**config.mk**
```make
export PLATFORM = sky130hd
export DESIGN_NAME = integer_operand_stack
export DESIGN_NICKNAME = d
export VERILOG_FILES = /design/src/design/ios_pkg.sv /design/src/design/ios_cell.sv /design/src/design/ios_ctrl.sv /design/src/design/integer_operand_stack.sv
export SDC_FILE = /design/constraint.sdc
export NUM_CORES = 1
export LEC_CHECK = 0
export ABC_AREA = 0
export BUFFER_PORTS_ARGS = -buffer_cell sky130_fd_sc_hd__buf_2
export CORE_ASPECT_RATIO = 0.9
export CORE_UTILIZATION = 35
export CTS_BUF_LIST = sky130_fd_sc_hd__clkbuf_8
export CTS_CLUSTER_DIAMETER = 150
export CTS_CLUSTER_SIZE = 10
export DETAILED_ROUTE_END_ITERATION = 10
export MAX_ROUTING_LAYER = met4
export PLACE_DENSITY_LB_ADDON = 0.2
export SETUP_SLACK_MARGIN = 0.3
export SYNTH_ARGS = -nofsm -noshare
export SYNTH_HDL_FRONTEND = slang
export SYNTH_SLANG_ARGS = --single-unit
```
**constraint.sdc**
```tcl
create_clock -name clk_i -period 15.7 [get_ports clk_i]
set_clock_uncertainty 0.1 [all_clocks]
set_input_delay 3.14 -clock clk_i [delete_from_list [all_inputs] [get_ports clk_i]]
set_output_delay 3.14 -clock clk_i [all_outputs]
set_load 0.02 [all_outputs]
```
**src/design/ios_pkg.sv**
```systemverilog
// ----------------------------------------------------------------------------
// ios_pkg: shared types and constants for the integer operand stack
// Request codes, word structs and the command set of the stack cell chain.
// ----------------------------------------------------------------------------
`default_nettype none

package ios_pkg;

  localparam int MAX_DEPTH = 16;
  localparam int DEPTH_W   = $clog2(MAX_DEPTH + 1);
  localparam int CAP_W     = 5;
  localparam int COUNT_W   = 5;
  localparam int DATA_W    = 32;
  // common width for count versus capacity compares
  localparam int CMP_W     = (DEPTH_W > CAP_W) ? DEPTH_W : CAP_W;

  localparam logic [CAP_W-1:0] CAP_RESET = CAP_W'(16);

  localparam logic [2:0] REQ_PUSH = 3'd0;
  localparam logic [2:0] REQ_POP  = 3'd1;
  localparam logic [2:0] REQ_TOP  = 3'd2;
  localparam logic [2:0] REQ_DUP  = 3'd3;
  localparam logic [2:0] REQ_SWAP = 3'd4;
  localparam logic [2:0] REQ_ADD  = 3'd5;

  typedef struct packed {
    logic [2:0]               req_type;
    logic signed [DATA_W-1:0] push_value;
  } in_word_t;

  typedef struct packed {
    logic                     ok;
    logic signed [DATA_W-1:0] read_value;
    logic [COUNT_W-1:0]       count;
  } out_word_t;

  // whole-chain operation issued by the controller
  typedef enum logic [2:0] {
    CH_HOLD,
    CH_PUSH,
    CH_DUP,
    CH_POP,
    CH_SWAP,
    CH_ADD
  } chain_op_e;

  // per-cell command
  typedef enum logic [1:0] {
    CELL_HOLD,
    CELL_PREV,
    CELL_NEXT,
    CELL_ADD
  } cell_cmd_e;

  // cell 0 is top of stack, cell 1 the entry below it
  function automatic cell_cmd_e cell_cmd(chain_op_e op, logic is_top, logic is_second);
    cell_cmd_e cmd;
    cmd = CELL_HOLD;
    case (op)
      CH_PUSH, CH_DUP: cmd = CELL_PREV;
      CH_POP:          cmd = CELL_NEXT;
      CH_SWAP: begin
        if (is_top) cmd = CELL_NEXT;
        else if (is_second) cmd = CELL_PREV;
        else cmd = CELL_HOLD;
      end
      CH_ADD:          cmd = is_top ? CELL_ADD : CELL_NEXT;
      default:         cmd = CELL_HOLD;
    endcase
    return cmd;
  endfunction

endpackage

`default_nettype wire

```
**src/design/ios_cell.sv**
```systemverilog
// ----------------------------------------------------------------------------
// ios_cell: one stack entry
// Holds one value and takes its neighbor's, or the sum with the one below.
// ----------------------------------------------------------------------------
`default_nettype none

module ios_cell
  import ios_pkg::*;
(
  input  wire logic                     clk_i,
  input  wire cell_cmd_e                cmd_i,
  input  wire logic signed [DATA_W-1:0] prev_i,
  input  wire logic signed [DATA_W-1:0] next_i,
  output logic signed [DATA_W-1:0]      data_o
);

  logic signed [DATA_W-1:0] data_q, data_d;

  always_comb begin
    case (cmd_i)
      CELL_PREV: data_d = prev_i;
      CELL_NEXT: data_d = next_i;
      CELL_ADD:  data_d = data_q + next_i;
      default:   data_d = data_q;
    endcase
  end

  // contents are undefined until written
  always_ff @(posedge clk_i) begin
    data_q <= data_d;
  end

  assign data_o = data_q;

endmodule

`default_nettype wire

```
**src/design/ios_ctrl.sv**
```systemverilog
// ----------------------------------------------------------------------------
// ios_ctrl: request decode, entry count, capacity and result register
// Checks each request against the count and drives the cell chain.
// ----------------------------------------------------------------------------
`default_nettype none

module ios_ctrl
  import ios_pkg::*;
(
  input  wire logic                     clk_i,
  input  wire logic                     rst_ni,
  input  wire logic                     in_valid_i,
  output logic                          in_ready_o,
  input  wire in_word_t                 in_data_i,
  output logic                          out_valid_o,
  input  wire logic                     out_ready_i,
  output out_word_t                     out_data_o,
  input  wire logic                     cfg_valid_i,
  output logic                          cfg_ready_o,
  input  wire logic [CAP_W-1:0]         cfg_data_i,
  input  wire logic signed [DATA_W-1:0] top_i,
  output chain_op_e                     op_o
);

  logic [CAP_W-1:0]   capacity_q;
  logic [DEPTH_W-1:0] depth_q, depth_d;
  logic               out_valid_q;
  out_word_t          out_data_q, out_data_d;
  logic               fire;
  logic               has_one, has_two, can_push;
  logic               ok;
  chain_op_e          op;
  logic [CMP_W-1:0]   depth_ext;

  assign cfg_ready_o = 1'b1;
  assign in_ready_o  = !out_valid_q || out_ready_i;
  assign fire        = in_valid_i && in_ready_o;

  assign has_one  = depth_q != '0;
  assign has_two  = depth_q > DEPTH_W'(1);
  // effective capacity is min(capacity, MAX_DEPTH)
  assign can_push = (depth_q < DEPTH_W'(MAX_DEPTH)) &&
                    (CMP_W'(depth_q) < CMP_W'(capacity_q));

  always_comb begin
    ok = 1'b0;
    op = CH_HOLD;
    case (in_data_i.req_type)
      REQ_PUSH: begin
        ok = can_push;
        op = can_push ? CH_PUSH : CH_HOLD;
      end
      REQ_POP: begin
        ok = has_one;
        op = has_one ? CH_POP : CH_HOLD;
      end
      REQ_TOP: begin
        ok = has_one;
      end
      REQ_DUP: begin
        ok = has_one && can_push;
        op = ok ? CH_DUP : CH_HOLD;
      end
      REQ_SWAP: begin
        ok = has_two;
        op = has_two ? CH_SWAP : CH_HOLD;
      end
      REQ_ADD: begin
        ok = has_two;
        op = has_two ? CH_ADD : CH_HOLD;
      end
      default: begin
        ok = 1'b0;
        op = CH_HOLD;
      end
    endcase
  end

  always_comb begin
    case (op)
      CH_PUSH, CH_DUP: depth_d = depth_q + DEPTH_W'(1);
      CH_POP, CH_ADD:  depth_d = depth_q - DEPTH_W'(1);
      default:         depth_d = depth_q;
    endcase
  end

  assign depth_ext = CMP_W'(depth_d);

  always_comb begin
    out_data_d.ok         = ok;
    out_data_d.read_value = (ok && (in_data_i.req_type == REQ_POP ||
                                    in_data_i.req_type == REQ_TOP)) ? top_i : '0;
    out_data_d.count      = depth_ext[COUNT_W-1:0];
  end

  always_ff @(posedge clk_i or negedge rst_ni) begin
    if (!rst_ni) begin
      capacity_q  <= CAP_RESET;
      depth_q     <= '0;
      out_valid_q <= 1'b0;
    end else begin
      if (cfg_valid_i) capacity_q <= cfg_data_i;
      if (fire) begin
        depth_q     <= depth_d;
        out_valid_q <= 1'b1;
      end else if (out_ready_i) begin
        out_valid_q <= 1'b0;
      end
    end
  end

  always_ff @(posedge clk_i) begin
    if (fire) out_data_q <= out_data_d;
  end

  assign op_o        = fire ? op : CH_HOLD;
  assign out_valid_o = out_valid_q;
  assign out_data_o  = out_data_q;

endmodule

`default_nettype wire

```
**src/design/integer_operand_stack.sv**
```systemverilog
// Integer operand stack, a row of entry cells with the top of stack in cell 0.
// Latency: a result word is valid the cycle after its request word is taken.
// Throughput: one request word per cycle while no result word is stalled; swap
// touches cells 0 and 1 only; push, dup, pop, add shift one place at once.
// Reset: asynchronous, active low; count 0, capacity 16, result register empty.
// Entry contents are not cleared; an entry is read only after it is written.
// ----------------------------------------------------------------------------
// integer_operand_stack: bounded LIFO of 32-bit signed integers
// Push, pop, top, dup, swap and add over a shifting chain of cells.
// ----------------------------------------------------------------------------
`default_nettype none

module integer_operand_stack
  import ios_pkg::*;
(
  input  wire logic             clk_i,
  input  wire logic             rst_ni,
  input  wire logic             in_valid_i,
  output logic                  in_ready_o,
  input  wire in_word_t         in_data_i,
  output logic                  out_valid_o,
  input  wire logic             out_ready_i,
  output out_word_t             out_data_o,
  input  wire logic             cfg_valid_i,
  output logic                  cfg_ready_o,
  input  wire logic [CAP_W-1:0] cfg_data_i
);

  chain_op_e                op;
  logic signed [DATA_W-1:0] cell_data [MAX_DEPTH];
  logic signed [DATA_W-1:0] cell_prev [MAX_DEPTH];
  logic signed [DATA_W-1:0] cell_next [MAX_DEPTH];

  ios_ctrl u_ctrl (
    .clk_i       (clk_i),
    .rst_ni      (rst_ni),
    .in_valid_i  (in_valid_i),
    .in_ready_o  (in_ready_o),
    .in_data_i   (in_data_i),
    .out_valid_o (out_valid_o),
    .out_ready_i (out_ready_i),
    .out_data_o  (out_data_o),
    .cfg_valid_i (cfg_valid_i),
    .cfg_ready_o (cfg_ready_o),
    .cfg_data_i  (cfg_data_i),
    .top_i       (cell_data[0]),
    .op_o        (op)
  );

  // dup feeds the top cell its own value
  assign cell_prev[0] = (op == CH_DUP) ? cell_data[0] : in_data_i.push_value;
  assign cell_next[MAX_DEPTH-1] = '0;

  for (genvar i = 0; i < MAX_DEPTH; i++) begin : g_cell
    if (i > 0) begin : g_prev
      assign cell_prev[i] = cell_data[i-1];
    end
    if (i < MAX_DEPTH - 1) begin : g_next
      assign cell_next[i] = cell_data[i+1];
    end

    ios_cell u_cell (
      .clk_i  (clk_i),
      .cmd_i  (cell_cmd(op, i == 0, i == 1)),
      .prev_i (cell_prev[i]),
      .next_i (cell_next[i]),
      .data_o (cell_data[i])
    );
  end

endmodule

`default_nettype wire

```
# ---- Word-level counts from Yosys, hierarchy flattened
# Index checks and enable logic that the tools add are counted.
dict set report word_totals {
  reg_bits 561
  input_bits 45
  output_inout_bits 41
  wordCells 120
}
dict set report op_classes {
  addsub 17
  n_lt_le_gt_ge 3
  n_eq_ne 24
  muxes 31
  reduce_logical 23
}
# op count
set ops {}
lappend ops {{32-bit case mux with 3 select lines} 15}
lappend ops {{32-bit adder} 15}
lappend ops {{32-bit case mux with 2 select lines} 1}
lappend ops {{32-bit two-way mux} 1}
lappend ops {{3-bit by 2-bit == test with 1-bit output (second input constant)} 6}
lappend ops {{3-bit == test (second input constant)} 5}
lappend ops {{3-bit case mux with 5 select lines} 1}
lappend ops {{2-bit OR reduction} 7}
lappend ops {{2-bit == test (second input constant)} 6}
lappend ops {{5-bit case mux with 2 select lines} 1}
lappend ops {{3-bit by 1-bit == test with 1-bit output (second input constant)} 3}
lappend ops {{3-bit two-way mux} 3}
lappend ops {{3-bit nonzero test} 3}
lappend ops {{2-bit case mux with 2 select lines} 2}
lappend ops {{2-bit by 1-bit == test with 1-bit output (second input constant)} 3}
lappend ops {{2-bit case mux with 3 select lines} 1}
lappend ops {{5-bit by 1-bit adder with 5-bit output (second input constant)} 1}
lappend ops {{5-bit by 1-bit > comparator with 1-bit output (second input constant)} 1}
lappend ops {{5-bit less-than comparator} 1}
lappend ops {{5-bit less-than comparator (second input constant)} 1}
lappend ops {{5-bit nonzero test} 1}
lappend ops {{5-bit by 1-bit subtractor with 5-bit output (second input constant)} 1}
lappend ops {{1-bit logical AND} 4}
lappend ops {{2-bit two-way mux} 2}
lappend ops {{other kinds (9)} 13}

# ---- Longest topological paths before layout
# Gate-level depths: netlist of the first run.
dict set report logic_depth {
  ltp_word 12
  mapped_depth 17
  ltp_nobuf 15
}

# ---- Hierarchy
# Synthesis of the first run repeated with hierarchy kept, for this count alone.
dict set report hier_totals {
  cells_unflattened 6305
  area_unflattened_um2 56357.8
}
# module instances cells_per_inst area_per_inst_um2 seq_area_each_um2
set modules_own_cells {}
lappend modules_own_cells {{ios_cell (g_cell[1].u_cell ...)} 9 374 3353.2 960.9}
lappend modules_own_cells {{ios_cell (g_cell[11].u_cell ...)} 5 383 3328.2 960.9}
lappend modules_own_cells {{ios_cell (g_cell[0].u_cell)} 1 388 3280.6 960.9}
lappend modules_own_cells {{ios_cell (g_cell[10].u_cell)} 1 386 3275.6 960.9}
lappend modules_own_cells {ios_ctrl 1 199 2478.6 1417.6}
lappend modules_own_cells {integer_operand_stack 1 51 503.0 0.0}

# ---- Worst setup path before layout of the first run
# OpenSTA, ideal clock, no wires.
dict set report synth_timing {
  path_type {input-to-reg}
  startpoint {input port in_data_i[33] (netlist name)}
  endpoint {register g_cell[10].u_cell.data_q[0], enable pin}
  setup_time_ns 0.765
  t_arrival_ns 12.729
  t_required_ns 14.835
  setup_slack_ns 2.106
  stages 9
  path_buffers 3
  path_cell_list {clkbuf_8 nand2b_1 a21o_1 buf_6 nor2_1 clkbuf_1 inv_1 ha_1 inv_1}
}
dict set report synth_via {
  elab_chain_len 8
  word_cells_on_any_way 18
  cone_classes {eq/ne (11); mux (3); reduce/logical (4)}
}
# item line
set synth_rtl {}
lappend synth_rtl {{from (decl)} integer_operand_stack.sv:20} ;# input wire in_word_t in_data_i,
lappend synth_rtl {{3-bit == test (tied with other cells)} ios_ctrl.sv:48} ;# case (in_data_i.req_type)
lappend synth_rtl {{3-bit case mux with 5 select lines *} ios_ctrl.sv:48}
lappend synth_rtl {{3-bit two-way mux *} ios_ctrl.sv:116} ;# assign op_o = fire ? op : CH_HOLD;
lappend synth_rtl {{3-bit == test (tied with other cells)} ios_pkg.sv:59} ;# case (op)
lappend synth_rtl {{2-bit OR reduction, on equally long branches} n/a}
lappend synth_rtl {{2-bit case mux with 2 select lines *} ios_pkg.sv:59}
lappend synth_rtl {{2-bit by 1-bit == test with 1-bit output or 2-bit == test (tied branches)} ios_cell.sv:20} ;# case (cmd_i)
lappend synth_rtl {{3-bit nonzero test (no line) *} n/a}
lappend synth_rtl {{to (signal assigned)} ios_cell.sv:30} ;# data_q <= data_d;
lappend synth_rtl {{to (decl)} ios_cell.sv:17} ;# logic signed [DATA_W-1:0] data_q, data_d;
# Every way passes the cells marked *; elsewhere a longest branch is shown, timed or not.
# A chain may end at the register's enable or synchronous reset.

# ---- Final worst setup path of the first run
dict set report layout_timing {
  startpoint {input port in_data_i[34] (netlist name)}
  endpoint {register g_cell[14].u_cell.data_q[0], enable pin}
}
dict set report layout_via {
  elab_chain_len 8
  word_cells_on_any_way 18
  cone_classes {eq/ne (11); mux (3); reduce/logical (4)}
}
# item line
set layout_rtl {}
lappend layout_rtl {{3-bit == test (tied with other cells)} ios_ctrl.sv:48}
lappend layout_rtl {{3-bit case mux with 5 select lines *} ios_ctrl.sv:48}
lappend layout_rtl {{3-bit two-way mux *} ios_ctrl.sv:116}
lappend layout_rtl {{3-bit == test (tied with other cells)} ios_pkg.sv:59}
lappend layout_rtl {{2-bit OR reduction, on equally long branches} n/a}
lappend layout_rtl {{2-bit case mux with 2 select lines *} ios_pkg.sv:59}
lappend layout_rtl {{2-bit by 1-bit == test with 1-bit output or 2-bit == test (tied branches)} ios_cell.sv:20}
lappend layout_rtl {{3-bit nonzero test (no line) *} n/a}
lappend layout_rtl {{to (signal assigned)} ios_cell.sv:30}
lappend layout_rtl {{to (decl)} ios_cell.sv:17}
# Marked as above.

==> impl_metrics.env, run 1 <==
export IMPL_status="complete, no violations"
export IMPL_post_synthesis_sequential_element_count=561
export IMPL_holdPathStages=1
export IMPL_timing_worst_slew_pin_value_ns=1.24
export IMPL_crit_path_start_kind="primary input"
export IMPL_min_delay_path_class="flip-flop to flip-flop"
export IMPL_postSynth_topFlopCell="sky130_fd_sc_hd__edfxtp_1"
export IMPL_fmaxAchievable_mhz=136
export IMPL_drive_gt1_share_pct=5.92
export IMPL_regToRegStartpoint="u_ctrl.depth_q[1]"
export IMPL_critical_path_slowest_cell="sky130_fd_sc_hd__buf_4"
export IMPL_flow_area_growth_from_synthesis_pct=6.88
export IMPL_grt_ovfl_total=0
export IMPL_die_area_mm2=0.131
export IMPL_first_global_vias=36100
export IMPL_hold_worst_slack_ns=0.419
export IMPL_global_route_wire_length_before_repair_um=197000
export IMPL_vias=36700
export IMPL_finalWorstSetupSlack_ns=8.36
export IMPL_cellLeakagePower_uw=0.0195
export IMPL_cts_hold_fix_buffers=0
export IMPL_drt_initial_drc_count=2668
export IMPL_critPathArrivalTime_ns=7.56
export IMPL_critical_path_peak_fanout=92
export IMPL_n_fill_cell=12900
export IMPL_synth_async_sr_flop_share_pct=1.96
export IMPL_post_layout_power_uw=4710
export IMPL_place_detailed_hpwl_um=82300
export IMPL_synth_area_mm2=0.0454
export IMPL_synthesis_area_per_instance_um2=9.58
export IMPL_route_final_wire_length_um=121000
export IMPL_chipWidth_um=382
export IMPL_post_cts_buffers=0
export IMPL_clock_tree_buffer_depth=3
export IMPL_finalHoldViolations=0
export IMPL_path_common_cell="sky130_fd_sc_hd__buf_4"
export IMPL_timing_max_slew_rel_slack_pct=17.5
export IMPL_ctsHtreeMaxLevel=3
export IMPL_wl_per_cell_um=18.8
export IMPL_synth_cell_types=90
export IMPL_timing_setup_critical_path_class="primary input to flip-flop"
export IMPL_post_cts_resize_count=0
export IMPL_layout_common_cells="sky130_fd_sc_hd__edfxtp_1 (550), sky130_fd_sc_hd__o21ai_0 (500), sky130_fd_sc_hd__ha_1 (443), sky130_fd_sc_hd__a22oi_1 (376), sky130_fd_sc_hd__a21oi_1 (332)"
export IMPL_layout_cells_most_common="sky130_fd_sc_hd__edfxtp_1"
export IMPL_min_delay_worst_endpoint="u_ctrl.capacity_q[0]"
export IMPL_design_final_nets=5221
export IMPL_setup_viol=0
export IMPL_ctsRootBufferMaster="sky130_fd_sc_hd__clkbuf_8"
export IMPL_ir_drop_v=0.0000580
export IMPL_cp_cell_sequence="buf_2 > a21oi_4 > a31oi_1 > nor2_1 > nand2_1 > ha_1 > inv_8 > buf_4 > buf_4"
export IMPL_timing_final_crit_share_pct=46.7
export IMPL_r2r_slack_ns=9.98
export IMPL_final_max_slew_viol_count=0
export IMPL_io_pin_count=86
export IMPL_placement_io_buffers=84
export IMPL_initial_utilization_pct=35.5
export IMPL_edff_count_synth=550
export IMPL_stages_on_the_worst_setup_path=9
export IMPL_setup_total_negative_slack_ns=0
export IMPL_postSynthCellCount=4738
export IMPL_antenna_violations_before_repair=3
export IMPL_cts_tree="done"
export IMPL_preCtsSetupSlack_ns=7.32
export IMPL_drt_pre_antenna_iters=5
export IMPL_timing_critical_path_slowest_cell_delay_ns=0.82
export IMPL_cts_buffers=66
export IMPL_cts_sinks=561
export IMPL_path_buf_inv=4
export IMPL_syn_num_nets=5242
export IMPL_worst_r2r_endpoint="g_cell[14].u_cell.data_o[0]"
export IMPL_rows=124
export IMPL_layout_min_cycle_time_ns=7.34
export IMPL_worst_path_dominant_cell_family="buffers and inverters"
export IMPL_clock_insertion_delay_worst_skew_ns=0.72
export IMPL_synth_yosys_seq_area_share_pct=37.0
export IMPL_grt_usage_pct=18.6
export IMPL_die_h_um=344
export IMPL_globalplace_congestion=0.869
export IMPL_grt_setup_unrepaired="no"
export IMPL_endpoint_kind="flip-flop"
export IMPL_maximum_capacitance_violations=0
export IMPL_detail_route_drc_violations=0
export IMPL_postLayoutCoreUtil_pct=37.9
export IMPL_cp_data_required_time_ns=15.92
export IMPL_antenna_violating_nets_post_route=0
export IMPL_r2r_cells=10
export IMPL_placeableCoreArea_mm2=0.128
export IMPL_worst_hold_startpoint="u_ctrl.capacity_q[0]"
export IMPL_via_per_inst=5.71
export IMPL_cellPowerDensity_mw_per_mm2=97.1
export IMPL_grt_max_degree=160
export IMPL_cts_reportedPaths_clkPinSlew_ns=0.07
export IMPL_yosys_warns=0
layout make-up:
type	count	area, um^2	share of cell area (%)
Sequential cell	561	16800	34.6
Multi-Input combinational cell	3870	27500	56.7
Tap cell	1701	2130	4.39
Clock inverter	9	47.5	0.0980
Antenna cell	2	5.00	0.0103
Inverter	106	413	0.851
Clock buffer	68	936	1.93
Timing Repair Buffer	112	681	1.40
stage by stage:
stage	instances	area (um^2)
3_3_place_gp	6350	47500
3_5_place_dp	6350	47500
2_1_floorplan	4738	45400
6_report	6429	48500
4_1_cts	6427	48500
5_1_grt	6429	48500
how the worst max path moves through the flow:
stage | slack [ns] | startpoint | endpoint
2_1_floorplan | 2.11 | in_data_i[33] | g_cell[10].u_cell.data_o[0]
3_3_place_gp | 7.46 | in_data_i[34] | g_cell[14].u_cell.data_o[3]
3_5_place_dp | 7.32 | in_data_i[34] | g_cell[14].u_cell.data_o[0]
4_1_cts | 8.09 | in_data_i[34] | g_cell[14].u_cell.data_o[0]
5_1_grt | 8.02 | out_ready_i | g_cell[14].u_cell.data_o[0]
6_report | 8.36 | in_data_i[34] | g_cell[14].u_cell.data_o[0]
power breakdown:
part	internal, uW	leakage, uW	switching (uW)	total, uW
sequential	1850	0.00519	157	2010
combinational	715	0.0138	1000	1720
clock	391	0.000530	589	980
total	2960	0.0195	1750	4710
flip-flops by register name (all words and copies together), names as in the netlist:
signal / cells
u_ctrl.out_valid_o: 1
u_ctrl.capacity_q: 5
u_ctrl.out_data_o: 38
g_cell.u_cell.data_o: 512
u_ctrl.depth_q: 5
routing by layer:
metal  share of wire, %  GRT usage, %  up-vias
met5                  0             -        -
met3                3.8          1.98      102
met2                 43          28.0      656
li1                   -             -    18400
met1                 51          26.9    17600
met4                1.6          3.61        0
logic make-up after synthesis:
logic type      Yosys count  synth area share, %
compound gates         1917                 27.8
xor+xnor                365                 7.04
simple gates           1071                 11.3
other cells               1              0.00826
mux                      57                 1.38
buf+inv                 307                 2.60
fa+ha+maj               459                 12.9
flops                   561                 37.0
synthesized netlist by cell type, drive strengths merged (70+ instances only):
library cell,instances,area share (%)
a21o,225,3.7
xnor2,180,3.5
a22oi,376,6.2
nor2,254,2.1
edfxtp,550,36
nand2,328,2.7
a21oi,335,3.7
nand3,103,1.1
inv,104,0.86
clkbuf,183,1.5
o21ai,504,5.6
xor2,185,3.6
nor2b,70,0.96
and3,84,1.2
ha,445,12
worst reg2reg max path, cell delays in order (launching register included):
cell,delay [ns]
sky130_fd_sc_hd__dfrtp_1,0.52
sky130_fd_sc_hd__inv_1,0.16
sky130_fd_sc_hd__ha_1,0.26
sky130_fd_sc_hd__a21oi_4,0.63
sky130_fd_sc_hd__a31oi_1,0.21
sky130_fd_sc_hd__nor2_1,0.49
sky130_fd_sc_hd__nand2_1,0.30
sky130_fd_sc_hd__ha_1,0.38
sky130_fd_sc_hd__inv_8,0.46
sky130_fd_sc_hd__buf_4,0.98
sky130_fd_sc_hd__buf_4,0.81
Note: power is estimated with default switching activity, not from simulation.
==> inputs of run 2 (changes only) <==
==> constraint.sdc (replaced) <==
create_clock -name clk_i -period 7 [get_ports clk_i]
set_clock_uncertainty 0.1 [all_clocks]
set_input_delay 1.4 -clock clk_i [delete_from_list [all_inputs] [get_ports clk_i]]
set_output_delay 1.4 -clock clk_i [all_outputs]
set_load 0.02 [all_outputs]
==> run 2 against run 1 <==
Via count about the same. Total power up 120%. Sequential share of layout area down 0.15 points.
==> impl_metrics.env, run 2 (synthesis results as in run 1) <==
export IMPL_global_route_wire_length_before_repair_um=197000
export IMPL_timing_final_crit_share_pct=69.9
export IMPL_grt_max_degree=176
export IMPL_first_global_vias=36100
export IMPL_fmaxAchievable_mhz=204
export IMPL_routedLengthMet1_um=61900
export IMPL_met3WireLength_um=4630
export IMPL_critical_path_peak_fanout=98
export IMPL_routed_wl_met2_um=52000
export IMPL_cp_cell_sequence="ha_1 > a21o_1 > a21o_1 > a21o_1 > a211o_1 > nor2_1 > nand2_4 > ha_4 > nor2_4 > buf_12 > buf_4 > a22oi_1 > o21ai_0"
export IMPL_placement_io_buffers=84
export IMPL_layout_cells_most_common="sky130_fd_sc_hd__edfxtp_1"
export IMPL_cp_data_required_time_ns=7.44
export IMPL_vias=36700
export IMPL_hold_worst_slack_ns=0.430
export IMPL_path_buf_inv=2
export IMPL_ir_drop_v=0.000134
export IMPL_cts_buffers=66
export IMPL_final_max_slew_viol_count=0
export IMPL_via_per_inst=5.70
export IMPL_cts_tree="done"
export IMPL_multiInputGateArea_mm2=0.0275
export IMPL_clock_insertion_delay_worst_skew_ns=0.73
export IMPL_grt_ovfl_total=0
export IMPL_flow_area_growth_from_synthesis_pct=7.36
export IMPL_placeableCoreArea_mm2=0.128
export IMPL_preCtsSetupSlack_ns=1.66
export IMPL_critPathArrivalTime_ns=5.33
export IMPL_drt_initial_drc_count=2529
export IMPL_route_final_wire_length_um=120000
export IMPL_drive_gt1_share_pct=6.21
export IMPL_layout_min_cycle_time_ns=4.89
export IMPL_crit_path_start_kind="flip-flop"
export IMPL_globalplace_congestion=0.872
export IMPL_layout_common_cells="sky130_fd_sc_hd__edfxtp_1 (550), sky130_fd_sc_hd__o21ai_0 (500), sky130_fd_sc_hd__ha_1 (442), sky130_fd_sc_hd__a22oi_1 (376), sky130_fd_sc_hd__a21oi_1 (332)"
export IMPL_endpoint_kind="flip-flop"
export IMPL_path_common_cell="sky130_fd_sc_hd__a21o_1"
export IMPL_design_final_nets=5229
export IMPL_place_detailed_hpwl_um=82700
export IMPL_uppermost_metal_layer_occupied_by_signal_nets="met4"
export IMPL_regArea_mm2=0.0168
export IMPL_timing_worst_slew_pin_value_ns=1.11
export IMPL_io_pin_count=86
export IMPL_dpl_cell_count=6357
export IMPL_maximum_capacitance_violations=0
export IMPL_antenna_violating_nets_post_route=0
export IMPL_rows=124
export IMPL_status="complete, no violations"
export IMPL_ctsRootBufferMaster="sky130_fd_sc_hd__clkbuf_8"
export IMPL_setup_viol=0
export IMPL_timing_critical_path_slowest_cell_delay_ns=0.58
export IMPL_cellLeakagePower_uw=0.0196
export IMPL_cts_hold_fix_buffers=0
export IMPL_drt_pre_antenna_iters=5
export IMPL_final_instance_count_excl_fill=6440
export IMPL_initial_utilization_pct=35.5
export IMPL_cellPowerDensity_mw_per_mm2=217
export IMPL_timing_max_slew_rel_slack_pct=25.9
export IMPL_timing_setup_critical_path_class="flip-flop to flip-flop"
export IMPL_wl_per_cell_um=18.7
export IMPL_cts_sinks=561
export IMPL_ctsHtreeMaxLevel=3
export IMPL_post_cts_resize_count=0
export IMPL_grt_usage_pct=18.5
export IMPL_clock_tree_buffer_depth=3
export IMPL_grt_setup_unrepaired="no"
export IMPL_worst_path_dominant_cell_family="simple AND/OR/NAND/NOR gates"
export IMPL_critical_path_slowest_cell="sky130_fd_sc_hd__nor2_1"
export IMPL_finalWorstSetupSlack_ns=2.11
export IMPL_chipWidth_um=382
export IMPL_die_h_um=344
export IMPL_largest_register_ffs=512
export IMPL_min_delay_path_class="flip-flop to flip-flop"
export IMPL_detail_route_drc_violations=0
export IMPL_postLayoutCoreUtil_pct=38.1
export IMPL_cts_reportedPaths_clkPinSlew_ns=0.08
export IMPL_antenna_violations_before_repair=2
export IMPL_die_area_mm2=0.131
export IMPL_post_cts_buffers=0
export IMPL_finalHoldViolations=0
export IMPL_n_fill_cell=12900
## run 2: cell types whose count changed in the layout (fill, tap and decap cells not counted), moves of 2 or more
| cell | delta |
|---|---|
| sky130_fd_sc_hd__buf_12 | +8 |
| sky130_fd_sc_hd__diode_2 | +2 |
| sky130_fd_sc_hd__nand2_1 | -2 |
| sky130_fd_sc_hd__nand2_4 | +2 |
| sky130_fd_sc_hd__nand2b_1 | -2 |
## run 2: path summary, 6_finish.rpt
path	start	endpoint	slack, ns	cells after the start
worst max-delay path	u_ctrl.depth_q[1]	g_cell[3].u_cell.data_o[24]	2.11	13
worst min-delay path	u_ctrl.capacity_q[4]	u_ctrl.capacity_q[4]	0.43	2
worst max register to register	u_ctrl.depth_q[1]	g_cell[3].u_cell.data_o[24]	2.11	13
worst min register to register	u_ctrl.capacity_q[4]	u_ctrl.capacity_q[4]	0.43	2
max in group asynchronous	rst_ni	u_ctrl.capacity_q[4]	6.07	1
min in group asynchronous	rst_ni	u_ctrl.out_valid_o	0.44	1
## run 2: metal layers
layer / up-vias / global-route usage [%]
met5: - / -
met4: 0 / 3.33
met3: 107 / 2.02
met2: 666 / 27.8
met1: 17600 / 27.0
li1: 18400 / -
## run 2: worst reg2reg max path: cells and delay by family, from the launching register on
kind / cells / cell delay (ns)
AO/OA/AOI/OAI: 6 / 1.11
adder cells (fa/ha/maj): 2 / 0.68
buffers and inverters: 2 / 1.10
flip-flops: 1 / 0.49
AND/OR/NAND/NOR: 3 / 1.25
## run 2: area by class of cell
class	instances	share of cell area, %
Clock inverter	10	0.105
Inverter	106	0.871
Antenna cell	4	0.0205
Clock buffer	68	1.92
Tap cell	1701	4.37
Timing Repair Buffer	120	1.74
Multi-Input combinational cell	3870	56.5
Sequential cell	561	34.5
## run 2: where the power goes
group / switching [uW] / total, uW / internal (uW)
combinational: 2260 / 3880 / 1620
clock: 1320 / 2190 / 877
sequential: 348 / 4500 / 4160
total: 3920 / 10600 / 6650
## run 2: through the flow
stage               total power [uW]  setup TNS, ns  area, um^2
finish                         10600              0       48700
global route                   11300              0       48700
CTS                            10700              0       48700
detailed placement              8410              0       47700
global placement                8360              0       47700
floorplan                       7540        -834.29       45500
